`config.mk`:
```
export PLATFORM = sky130hd
export DESIGN_NAME = ibus_frame_receiver_flat
export DESIGN_NICKNAME = d
export VERILOG_FILES = /design/src/ibfr_pkg.sv /design/src/ibfr_in_if.sv /design/src/ibfr_out_if.sv /design/src/ibfr_cfg_if.sv /design/src/ibus_frame_receiver.sv /design/src/flat_wrapper.sv
export SDC_FILE = /design/constraint.sdc
export NUM_CORES = 1
export LEC_CHECK = 0
export ABC_AREA = 1
export ABC_CLOCK_PERIOD_IN_PS = 7800
export BUFFER_PORTS_ARGS = -buffer_cell sky130_fd_sc_hd__clkbuf_2
export CAP_MARGIN = 10
export CELL_PAD_IN_SITES_DETAIL_PLACEMENT = 1
export CELL_PAD_IN_SITES_GLOBAL_PLACEMENT = 1
export CORE_MARGIN = 10
export CORE_UTILIZATION = 49
export DETAILED_ROUTE_END_ITERATION = 10
export HOLD_SLACK_MARGIN = 0.03
export PLACE_DENSITY = 0.91
export SLEW_MARGIN = 20
export SYNTH_ARGS = -nofsm -noshare
export SYNTH_HDL_FRONTEND = slang
export SYNTH_SLANG_ARGS = --single-unit
```
`constraint.sdc`:
```
create_clock -name clk -period 7.8 [get_ports clk]
set_input_delay 1.17 -clock clk [delete_from_list [all_inputs] [get_ports clk]]
set_output_delay 1.17 -clock clk [all_outputs]
set_load 0.02 [all_outputs]
```
`src/ibfr_pkg.sv`:
```
`timescale 1ns / 1ps
// ----------------------------------------------------------------------------
// ibfr_pkg
// Shared constants and codes of the serial bus frame receiver.
// ----------------------------------------------------------------------------
package ibfr_pkg;

  // Frame layout: two header bytes, channel words, two trailer bytes.
  localparam int FRAME_BYTES  = 32;
  localparam int ADDR_W       = $clog2(FRAME_BYTES);
  localparam int CHANNELS_DEF = 14;

  localparam logic [ADDR_W-1:0] TRAILER_LO_ADDR = ADDR_W'(FRAME_BYTES - 2);
  localparam logic [ADDR_W-1:0] LAST_ADDR       = ADDR_W'(FRAME_BYTES - 1);

  localparam logic [7:0] HDR0 = 8'h20;
  localparam logic [7:0] HDR1 = 8'h40;

  // Field widths.
  localparam int BYTE_W  = 8;
  localparam int IDX_W   = 4;
  localparam int WORD_W  = 16;
  localparam int TOTAL_W = 32;
  localparam int GAP_W   = 8;
  localparam int MS_W    = 16;

  // Configuration port.
  localparam int CFG_IDX_W  = 2;
  localparam int CFG_DATA_W = 16;
  localparam logic [CFG_IDX_W-1:0] REG_FRAME_GAP    = 2'd0;
  localparam logic [CFG_IDX_W-1:0] REG_LINK_TIMEOUT = 2'd1;

  localparam logic [GAP_W-1:0] FRAME_GAP_RST    = 8'd3;
  localparam logic [MS_W-1:0]  LINK_TIMEOUT_RST = 16'd100;

  // Input item kinds.
  localparam logic KIND_BYTE = 1'b0;
  localparam logic KIND_TICK = 1'b1;

  // Result item kinds.
  localparam logic RES_CHANNEL   = 1'b0;
  localparam logic RES_LINK_LOST = 1'b1;

endpackage

```
`src/ibfr_in_if.sv`:
```
`timescale 1ns / 1ps
// ----------------------------------------------------------------------------
// ibfr_in_if
// Input channel: received bytes and millisecond ticks.
// ----------------------------------------------------------------------------
interface ibfr_in_if;
  logic                          valid;
  logic                          ready;
  logic                          kind;
  logic [ibfr_pkg::BYTE_W-1:0]   byte_value;

  modport source (output valid, output kind, output byte_value, input ready);
  modport sink   (input valid, input kind, input byte_value, output ready);
endinterface

```
`src/ibfr_out_if.sv`:
```
`timescale 1ns / 1ps
// ----------------------------------------------------------------------------
// ibfr_out_if
// Result channel: channel words of good frames and link-lost events.
// ----------------------------------------------------------------------------
interface ibfr_out_if;
  logic                           valid;
  logic                           ready;
  logic                           result_kind;
  logic [ibfr_pkg::IDX_W-1:0]     channel_index;
  logic [ibfr_pkg::WORD_W-1:0]    channel_value;
  logic [ibfr_pkg::TOTAL_W-1:0]   frame_total;
  logic                           link_up;
  logic                           last;

  modport source (output valid, output result_kind, output channel_index,
                  output channel_value, output frame_total, output link_up,
                  output last, input ready);
  modport sink   (input valid, input result_kind, input channel_index,
                  input channel_value, input frame_total, input link_up,
                  input last, output ready);
endinterface

```
`src/ibfr_cfg_if.sv`:
```
`timescale 1ns / 1ps
// ----------------------------------------------------------------------------
// ibfr_cfg_if
// Configuration write channel: register index and write data.
// ----------------------------------------------------------------------------
interface ibfr_cfg_if;
  logic                              valid;
  logic                              ready;
  logic [ibfr_pkg::CFG_IDX_W-1:0]    index;
  logic [ibfr_pkg::CFG_DATA_W-1:0]   data;

  modport source (output valid, output index, output data, input ready);
  modport sink   (input valid, input index, input data, output ready);
endinterface

```
`src/ibus_frame_receiver.sv`:
```
`timescale 1ns / 1ps
// ----------------------------------------------------------------------------
// ibus_frame_receiver
// Collects 32-byte servo bus frames, checks them and emits channel words and link-lost events.
// ----------------------------------------------------------------------------
// Usage:
//   in_ch carries one item per handshake: a received byte (kind 0) or a
//   millisecond tick (kind 1). out_ch carries channel words of good frames,
//   with last set on the final channel, and link-lost events. cfg_ch writes
//   register 0 (frame gap in ms) and register 1 (link timeout in ms); it is
//   always ready.
//   A tick that times out the link loads its event into the output register
//   in the cycle in which it is taken. The byte that completes a good frame
//   starts a burst: each channel word takes two reads of the frame memory
//   (one read port, registered) and one load of the output register, and
//   no input item is taken while the burst of 14 words runs.
//   After reset no partial frame is held, the link is down, the counters
//   are zero and the registers hold 3 ms and 100 ms. When the receiver
//   stalls, the result waits in the output register, no input item is
//   taken until that register is free, and a burst holds at its word.
// ----------------------------------------------------------------------------
module ibus_frame_receiver #(
  parameter int CHANNELS = ibfr_pkg::CHANNELS_DEF
) (
  input  logic          clk,
  input  logic          rst_n,
  ibfr_in_if.sink       in_ch,
  ibfr_out_if.source    out_ch,
  ibfr_cfg_if.sink      cfg_ch
);

  localparam int AW = ibfr_pkg::ADDR_W;
  localparam logic [ibfr_pkg::IDX_W-1:0] LAST_CH = ibfr_pkg::IDX_W'(CHANNELS - 1);

  typedef enum logic [1:0] {S_IDLE, S_RDLO, S_RDHI, S_WORD} state_t;

  state_t                          state_r, state_nxt;
  logic [AW-1:0]                   count_r, count_nxt;
  logic [15:0]                     sum_r, sum_nxt;
  logic [ibfr_pkg::MS_W-1:0]       ms_byte_r, ms_byte_nxt;
  logic [ibfr_pkg::MS_W-1:0]       ms_frame_r, ms_frame_nxt;
  logic                            link_r, link_nxt;
  logic [ibfr_pkg::TOTAL_W-1:0]    good_r, good_nxt;
  logic [7:0]                      b30_r, b30_nxt;
  logic [7:0]                      lo_r, lo_nxt;
  logic [ibfr_pkg::IDX_W-1:0]      ch_r, ch_nxt;
  logic [ibfr_pkg::GAP_W-1:0]      gap_r, gap_nxt;
  logic [ibfr_pkg::MS_W-1:0]       timeout_r, timeout_nxt;

  // Output register.
  logic                            ovalid_r, ovalid_nxt;
  logic                            okind_r, okind_nxt;
  logic [ibfr_pkg::IDX_W-1:0]      oidx_r, oidx_nxt;
  logic [ibfr_pkg::WORD_W-1:0]     oval_r, oval_nxt;
  logic [ibfr_pkg::TOTAL_W-1:0]    ototal_r, ototal_nxt;
  logic                            oup_r, oup_nxt;
  logic                            olast_r, olast_nxt;

  // Frame memory.
  logic [7:0]                      mem [ibfr_pkg::FRAME_BYTES];
  logic [7:0]                      rd_data_r;
  logic [AW-1:0]                   rd_addr;
  logic [AW-1:0]                   wr_addr;
  logic                            mem_we;
  logic [AW-1:0]                   lo_addr;
  logic [AW-1:0]                   hi_addr;

  logic                            out_free;
  logic                            in_fire;

  assign out_free = !ovalid_r || out_ch.ready;
  assign in_ch.ready = (state_r == S_IDLE) && out_free;
  assign in_fire = in_ch.valid && in_ch.ready;
  assign cfg_ch.ready = 1'b1;

  // Channel i sits at bytes 2 + 2i (low) and 3 + 2i (high).
  assign lo_addr = AW'({ch_r, 1'b0}) + AW'(2);
  assign hi_addr = lo_addr + AW'(1);

  assign out_ch.valid         = ovalid_r;
  assign out_ch.result_kind   = okind_r;
  assign out_ch.channel_index = oidx_r;
  assign out_ch.channel_value = oval_r;
  assign out_ch.frame_total   = ototal_r;
  assign out_ch.link_up       = oup_r;
  assign out_ch.last          = olast_r;

  // Next-state logic for frame assembly, link aging and the channel burst.
  always_comb begin
    logic [AW-1:0]             held;
    logic [15:0]               sum_v;
    logic                      take;
    logic [ibfr_pkg::MS_W-1:0] msf_v;

    state_nxt    = state_r;
    count_nxt    = count_r;
    sum_nxt      = sum_r;
    ms_byte_nxt  = ms_byte_r;
    ms_frame_nxt = ms_frame_r;
    link_nxt     = link_r;
    good_nxt     = good_r;
    b30_nxt      = b30_r;
    lo_nxt       = lo_r;
    ch_nxt       = ch_r;
    gap_nxt      = gap_r;
    timeout_nxt  = timeout_r;
    ovalid_nxt   = ovalid_r && !out_ch.ready;
    okind_nxt    = okind_r;
    oidx_nxt     = oidx_r;
    oval_nxt     = oval_r;
    ototal_nxt   = ototal_r;
    oup_nxt      = oup_r;
    olast_nxt    = olast_r;
    mem_we       = 1'b0;
    wr_addr      = count_r;
    rd_addr      = lo_addr;
    held         = count_r;
    sum_v        = sum_r;
    take         = 1'b0;
    msf_v        = ms_frame_r;

    // Register writes.
    if (cfg_ch.valid) begin
      case (cfg_ch.index)
        ibfr_pkg::REG_FRAME_GAP:    gap_nxt = cfg_ch.data[ibfr_pkg::GAP_W-1:0];
        ibfr_pkg::REG_LINK_TIMEOUT: timeout_nxt = cfg_ch.data[ibfr_pkg::MS_W-1:0];
        default: ;
      endcase
    end

    case (state_r)
      S_IDLE: begin
        if (in_fire && in_ch.kind == ibfr_pkg::KIND_TICK) begin
          // Tick: age both counters, saturating, and check the link.
          if (ms_byte_r != '1) ms_byte_nxt = ms_byte_r + 1'b1;
          if (ms_frame_r != '1) msf_v = ms_frame_r + 1'b1;
          ms_frame_nxt = msf_v;
          if (link_r && msf_v > timeout_r) begin
            link_nxt   = 1'b0;
            ovalid_nxt = 1'b1;
            okind_nxt  = ibfr_pkg::RES_LINK_LOST;
            oidx_nxt   = '0;
            oval_nxt   = '0;
            ototal_nxt = good_r;
            oup_nxt    = 1'b0;
            olast_nxt  = 1'b1;
          end
        end else if (in_fire) begin
          // Byte: a long gap drops a partial frame first.
          if (held != '0 && ms_byte_r >= ibfr_pkg::MS_W'(gap_r)) begin
            held  = '0;
            sum_v = '0;
          end
          ms_byte_nxt = '0;
          take = 1'b1;
          if (held == AW'(0) && in_ch.byte_value != ibfr_pkg::HDR0) take = 1'b0;
          if (held == AW'(1) && in_ch.byte_value != ibfr_pkg::HDR1) begin
            take  = 1'b0;
            held  = '0;
            sum_v = '0;
          end
          if (take) begin
            mem_we  = 1'b1;
            wr_addr = held;
            if (held < ibfr_pkg::TRAILER_LO_ADDR) sum_v = sum_v + 16'(in_ch.byte_value);
            if (held == ibfr_pkg::TRAILER_LO_ADDR) b30_nxt = in_ch.byte_value;
            if (held == ibfr_pkg::LAST_ADDR) begin
              // Full frame: trailer must equal 0xFFFF minus the sum.
              if ({in_ch.byte_value, b30_r} == ~sum_v) begin
                good_nxt     = good_r + 1'b1;
                link_nxt     = 1'b1;
                ms_frame_nxt = '0;
                ch_nxt       = '0;
                state_nxt    = S_RDLO;
              end
              held  = '0;
              sum_v = '0;
            end else begin
              held = held + 1'b1;
            end
          end
          count_nxt = held;
          sum_nxt   = sum_v;
        end
      end
      S_RDLO: begin
        rd_addr   = lo_addr;
        state_nxt = S_RDHI;
      end
      S_RDHI: begin
        rd_addr   = hi_addr;
        lo_nxt    = rd_data_r;
        state_nxt = S_WORD;
      end
      S_WORD: begin
        // The high byte stays on the read port until the word is loaded.
        rd_addr = hi_addr;
        if (out_free) begin
          ovalid_nxt = 1'b1;
          okind_nxt  = ibfr_pkg::RES_CHANNEL;
          oidx_nxt   = ch_r;
          oval_nxt   = {rd_data_r, lo_r};
          ototal_nxt = good_r;
          oup_nxt    = 1'b1;
          olast_nxt  = (ch_r == LAST_CH);
          if (ch_r == LAST_CH) begin
            state_nxt = S_IDLE;
          end else begin
            ch_nxt    = ch_r + 1'b1;
            state_nxt = S_RDLO;
          end
        end
      end
      default: state_nxt = S_IDLE;
    endcase
  end

  // State and output registers.
  always_ff @(posedge clk) begin
    if (!rst_n) begin
      state_r    <= S_IDLE;
      count_r    <= '0;
      sum_r      <= '0;
      ms_byte_r  <= '0;
      ms_frame_r <= '0;
      link_r     <= 1'b0;
      good_r     <= '0;
      ch_r       <= '0;
      gap_r      <= ibfr_pkg::FRAME_GAP_RST;
      timeout_r  <= ibfr_pkg::LINK_TIMEOUT_RST;
      ovalid_r   <= 1'b0;
    end else begin
      state_r    <= state_nxt;
      count_r    <= count_nxt;
      sum_r      <= sum_nxt;
      ms_byte_r  <= ms_byte_nxt;
      ms_frame_r <= ms_frame_nxt;
      link_r     <= link_nxt;
      good_r     <= good_nxt;
      ch_r       <= ch_nxt;
      gap_r      <= gap_nxt;
      timeout_r  <= timeout_nxt;
      ovalid_r   <= ovalid_nxt;
    end
    b30_r    <= b30_nxt;
    lo_r     <= lo_nxt;
    okind_r  <= okind_nxt;
    oidx_r   <= oidx_nxt;
    oval_r   <= oval_nxt;
    ototal_r <= ototal_nxt;
    oup_r    <= oup_nxt;
    olast_r  <= olast_nxt;
  end

  // Frame memory: one write port, one registered read port.
  always_ff @(posedge clk) begin
    if (mem_we) mem[wr_addr] <= in_ch.byte_value;
    rd_data_r <= mem[rd_addr];
  end

endmodule

```
`src/flat_wrapper.sv`:
```
// flat-port wrapper written by rule: the top's interface ports become plain ports
module ibus_frame_receiver_flat 
#(
  parameter int CHANNELS = ibfr_pkg::CHANNELS_DEF
)
  (clk, rst_n, in_ch_valid, in_ch_kind, in_ch_byte_value, in_ch_ready, out_ch_valid, out_ch_result_kind, out_ch_channel_index, out_ch_channel_value, out_ch_frame_total, out_ch_link_up, out_ch_last, out_ch_ready, cfg_ch_valid, cfg_ch_index, cfg_ch_data, cfg_ch_ready);
  ibfr_in_if in_ch_i ();
  ibfr_out_if out_ch_i ();
  ibfr_cfg_if cfg_ch_i ();
  input  logic clk;
  input  logic rst_n;
  input wire logic [$bits(in_ch_i.valid)-1:0] in_ch_valid;
  input wire logic [$bits(in_ch_i.kind)-1:0] in_ch_kind;
  input wire logic [$bits(in_ch_i.byte_value)-1:0] in_ch_byte_value;
  output wire logic [$bits(in_ch_i.ready)-1:0] in_ch_ready;
  output wire logic [$bits(out_ch_i.valid)-1:0] out_ch_valid;
  output wire logic [$bits(out_ch_i.result_kind)-1:0] out_ch_result_kind;
  output wire logic [$bits(out_ch_i.channel_index)-1:0] out_ch_channel_index;
  output wire logic [$bits(out_ch_i.channel_value)-1:0] out_ch_channel_value;
  output wire logic [$bits(out_ch_i.frame_total)-1:0] out_ch_frame_total;
  output wire logic [$bits(out_ch_i.link_up)-1:0] out_ch_link_up;
  output wire logic [$bits(out_ch_i.last)-1:0] out_ch_last;
  input wire logic [$bits(out_ch_i.ready)-1:0] out_ch_ready;
  input wire logic [$bits(cfg_ch_i.valid)-1:0] cfg_ch_valid;
  input wire logic [$bits(cfg_ch_i.index)-1:0] cfg_ch_index;
  input wire logic [$bits(cfg_ch_i.data)-1:0] cfg_ch_data;
  output wire logic [$bits(cfg_ch_i.ready)-1:0] cfg_ch_ready;
  assign in_ch_i.valid = in_ch_valid;
  assign in_ch_i.kind = in_ch_kind;
  assign in_ch_i.byte_value = in_ch_byte_value;
  assign in_ch_ready = in_ch_i.ready;
  assign out_ch_valid = out_ch_i.valid;
  assign out_ch_result_kind = out_ch_i.result_kind;
  assign out_ch_channel_index = out_ch_i.channel_index;
  assign out_ch_channel_value = out_ch_i.channel_value;
  assign out_ch_frame_total = out_ch_i.frame_total;
  assign out_ch_link_up = out_ch_i.link_up;
  assign out_ch_last = out_ch_i.last;
  assign out_ch_i.ready = out_ch_ready;
  assign cfg_ch_i.valid = cfg_ch_valid;
  assign cfg_ch_i.index = cfg_ch_index;
  assign cfg_ch_i.data = cfg_ch_data;
  assign cfg_ch_ready = cfg_ch_i.ready;
  ibus_frame_receiver #(.CHANNELS(CHANNELS)) u_core (.clk(clk), .rst_n(rst_n), .in_ch(in_ch_i), .out_ch(out_ch_i), .cfg_ch(cfg_ch_i));
endmodule
```
==> flow_summary.ini <==
[critical_path]
endpoint_kind = flop
cp_slowest_cell = clkbuf_2
crit_top_cell = nand2_1
path_max_fanout = 38
critPathKind = primary input to flop
slowest_delay_ns = 0.69
regToRegSetupSlack_ns = 2.09
worst_r2r_endpoint = u_core.good_r[16]$_SDFFE_PN0P_
cp-startpoint = in_ch_byte_value[1]
rr_worst_depth = 32
worst-endpoint-required_ns = 8.26
startpoint_type = primary input
worstPathArrival_ns = 6.43
reg2reg_from = u_core.ms_byte_r[3]$_SDFFE_PN0P_
setup.worst_path.end = u_core.good_r[16]$_SDFFE_PN0P_

[global_route]
grt-ovfl-total = 0
grt_pass1_wl_um = 104000
grt.total_usage_pct = 26.2
grt_max_degree = 71
grt_pass1_vias = 18700
antenna_found_initial = 1

[sta]
setup_ws_ns = 1.83
max_freq_ghz = 0.167
period_share_pct = 76.6
setup-tns-final_ns = 0
hold_violations = 0
rsz0062_at_grt = no
slew_headroom_pct = 31.5
slew_violations = 0
timing.clock.skew_ns = 0.0230
min_period_ns = 5.97
setup_viol = 0
worst_pin_slew_ns = 1.02

[yosys]
synth-edff-count = 327
synth_seq_area_share_pct = 59.7
async_flop_share_pct = 0
syn_area_um2 = 20600
synth_area_leader_cell = edfxtp_1
synth.most_common_cell = nand2_1
synthTopCellsByCount = nand2_1 (377), edfxtp_1 (327), nor2_1 (293)
synthCells = 2145
syn_nets = 2220
ys_top_cells_by_area = edfxtp_1 (48%), dfxtp_1 (12%), nand2_1 (6.9%)
synth_top_area_share_pct = 47.6
yosys.cell_types.count = 55
yosysWarnings = 0
avgSynthCellArea_um2 = 9.63
ys.flop_type = edfxtp_1
ys_ff_latch = 452

[layout]
design_area_um2 = 23100
final_cells = 2795
antenna_cells = 0
final_nets = 2293
area_growth_pct = 11.9
drive_above_1_share_pct = 10.2

[routing]
vias = 17200
drt_wl_total_um = 67000
wl_per_cell_um = 24.0
ant_nets = 0
drtIter0Drc = 1724
drcViolationCount = 0
firstDrtPassIters = 6
vias_per_cell = 6.14

[power]
peakVddDrop_v = 0.000161
power.total_uw = 5110
power_density_nw_per_um2 = 221
power_leakage_uw = 0.00861

[clocking]
cts-root-buf = clkbuf_16
clk_latency_ns = 0.60
h-tree-depth = 2
cts_hold_buf = 0
clock_path_buffers = 3
path_clk_slew_ns = 0.06
cts_made_buffers = 48
cts_resized = 0
cts_setup_buffers = 0
cts_sinks = 452
cts_tree = built

[worst_hold_path]
hold_depth = 0
hold_path.class = flop to flop

[placement]
port_buffers = 88
globalplace.congestion = 0.897
dpl.cell_count = 2707
placed_cell_area_um2 = 21600
dp_slack_ns = 1.50
dp_hpwl_um = 42900

[outcome]
outcome = complete, no violations

[die]
core_um2 = 41900
die_w_um = 225
ios = 90
num_rows = 75
fp.dieH_um = 225
initial_core_util_pct = 49.3
die-area_um2 = 50800

[run]
drv_cap = 0
==> critical path, delay by kind of cell <==
family	cells	cell delay, ns
AOI/OAI and AO/OA	3	0.96
adders and majority gates	1	0.34
buffers and inverters	4	1.11
and+or+nand+nor	21	2.80
==> registers in the layout, indices dropped and copies added, names as in the netlist, 2 cells and up <==
signal / count
u_core.b30_r: 8
u_core.ch_r: 4
u_core.count_r: 5
u_core.gap_r: 8
u_core.good_r: 32
u_core.lo_r: 8
u_core.mem: 256
u_core.ms_byte_r: 16
u_core.ms_frame_r: 16
u_core.out_ch.channel_index: 4
u_core.out_ch.channel_value: 16
u_core.out_ch.frame_total: 32
u_core.rd_data_r: 8
u_core.state_r: 2
u_core.sum_r: 16
u_core.timeout_r: 16
==> routing by layer <==
layer	part of all wire, %	up-vias	global-route usage, %
met5	0.019	-	0
met4	4.8	2	13.3
met3	7.2	245	5.40
met2	51	843	46.7
met1	37	8480	28.9
li1	-	7603	-
==> power by group <==
part	internal [uW]	switching, uW	leakage, uW
combinational	62.0	174	0.00388
sequential	2580	8.69	0.00397
clock	1300	983	0.000758
==> area by class of cell <==
type	instances	area, um2
repair buffers	107	583
flip-flops and latches	452	12300
clock buffers	68	1350
clock inverters	20	186
inverters	225	851
fillers	4655	18700
multi-input cells	1384	7150
well taps	539	674
==> how the worst min path moves through the flow <==
stage,from,to,slack (ns)
after floorplan,u_core.good_r[3]$_SDFFE_PN0P_,u_core.out_ch.frame_total[3]$_DFFE_PP_,0.41
after global placement,u_core.rd_data_r[3]$_DFF_P_,u_core.lo_r[3]$_DFFE_PP_,0.42
after detailed placement,u_core.rd_data_r[4]$_DFF_P_,u_core.lo_r[4]$_DFFE_PP_,0.42
after CTS,u_core.rd_data_r[6]$_DFF_P_,u_core.lo_r[6]$_DFFE_PP_,0.44
after global routing,u_core.rd_data_r[4]$_DFF_P_,u_core.lo_r[4]$_DFFE_PP_,0.45
final,u_core.rd_data_r[4]$_DFF_P_,u_core.lo_r[4]$_DFFE_PP_,0.44
==> placed cells by master (no fill, tap or decap), types with 3 or more instances in the layout <==
master / synthesis / final
clkinv_1: 5 / 11
nand2_1: 377 / 377
nand2_4: 5 / 5
nand3b_1: 3 / 3
nor2_1: 293 / 290
nor2_4: 7 / 9
a211oi_1: 8 / 7
o21a_1: 3 / 3
o211ai_1: 10 / 10
nor2_8: 3 / 3
ha_1: 43 / 43
nand2_2: 16 / 16
edfxtp_1: 327 / 327
nand3_1: 120 / 120
nor3_2: 2 / 3
bufinv_16: 0 / 3
clkbuf_16: 0 / 49
o221ai_1: 59 / 59
xnor2_1: 6 / 6
a31oi_1: 33 / 33
nor4_1: 11 / 11
a21oi_1: 72 / 72
clkbuf_8: 0 / 5
dfxtp_1: 125 / 124
o21bai_1: 3 / 3
xor2_1: 5 / 5
clkbuf_2: 0 / 88
nor3_1: 35 / 34
nor2_2: 3 / 4
buf_4: 1 / 19
clkinv_2: 0 / 10
clkbuf_1: 69 / 14
o21ai_0: 201 / 201
o21ai_1: 4 / 4
inv_1: 218 / 217
nand3_2: 4 / 4
o22ai_1: 9 / 9
nand4_1: 31 / 31
==> kinds of logic after synthesis <==
kind of cell / synth area share, %
AOI/OAI and AO/OA: 11.7
xor gates and xnor gates: 0.467
adders and majority gates: 2.61
buffers and inverters: 5.88
DFF: 59.7
other: 0.0182
and+or+nand+nor: 19.7
==> through the flow <==
step,hold slack (ns),utilization (%)
after floorplan,0.408,-
after global placement,0.415,51.6
after detailed placement,0.423,51.6
after CTS,0.439,55.2
after global routing,0.454,55.2
final,0.438,55.2
Power figures use the tool's default switching activity.
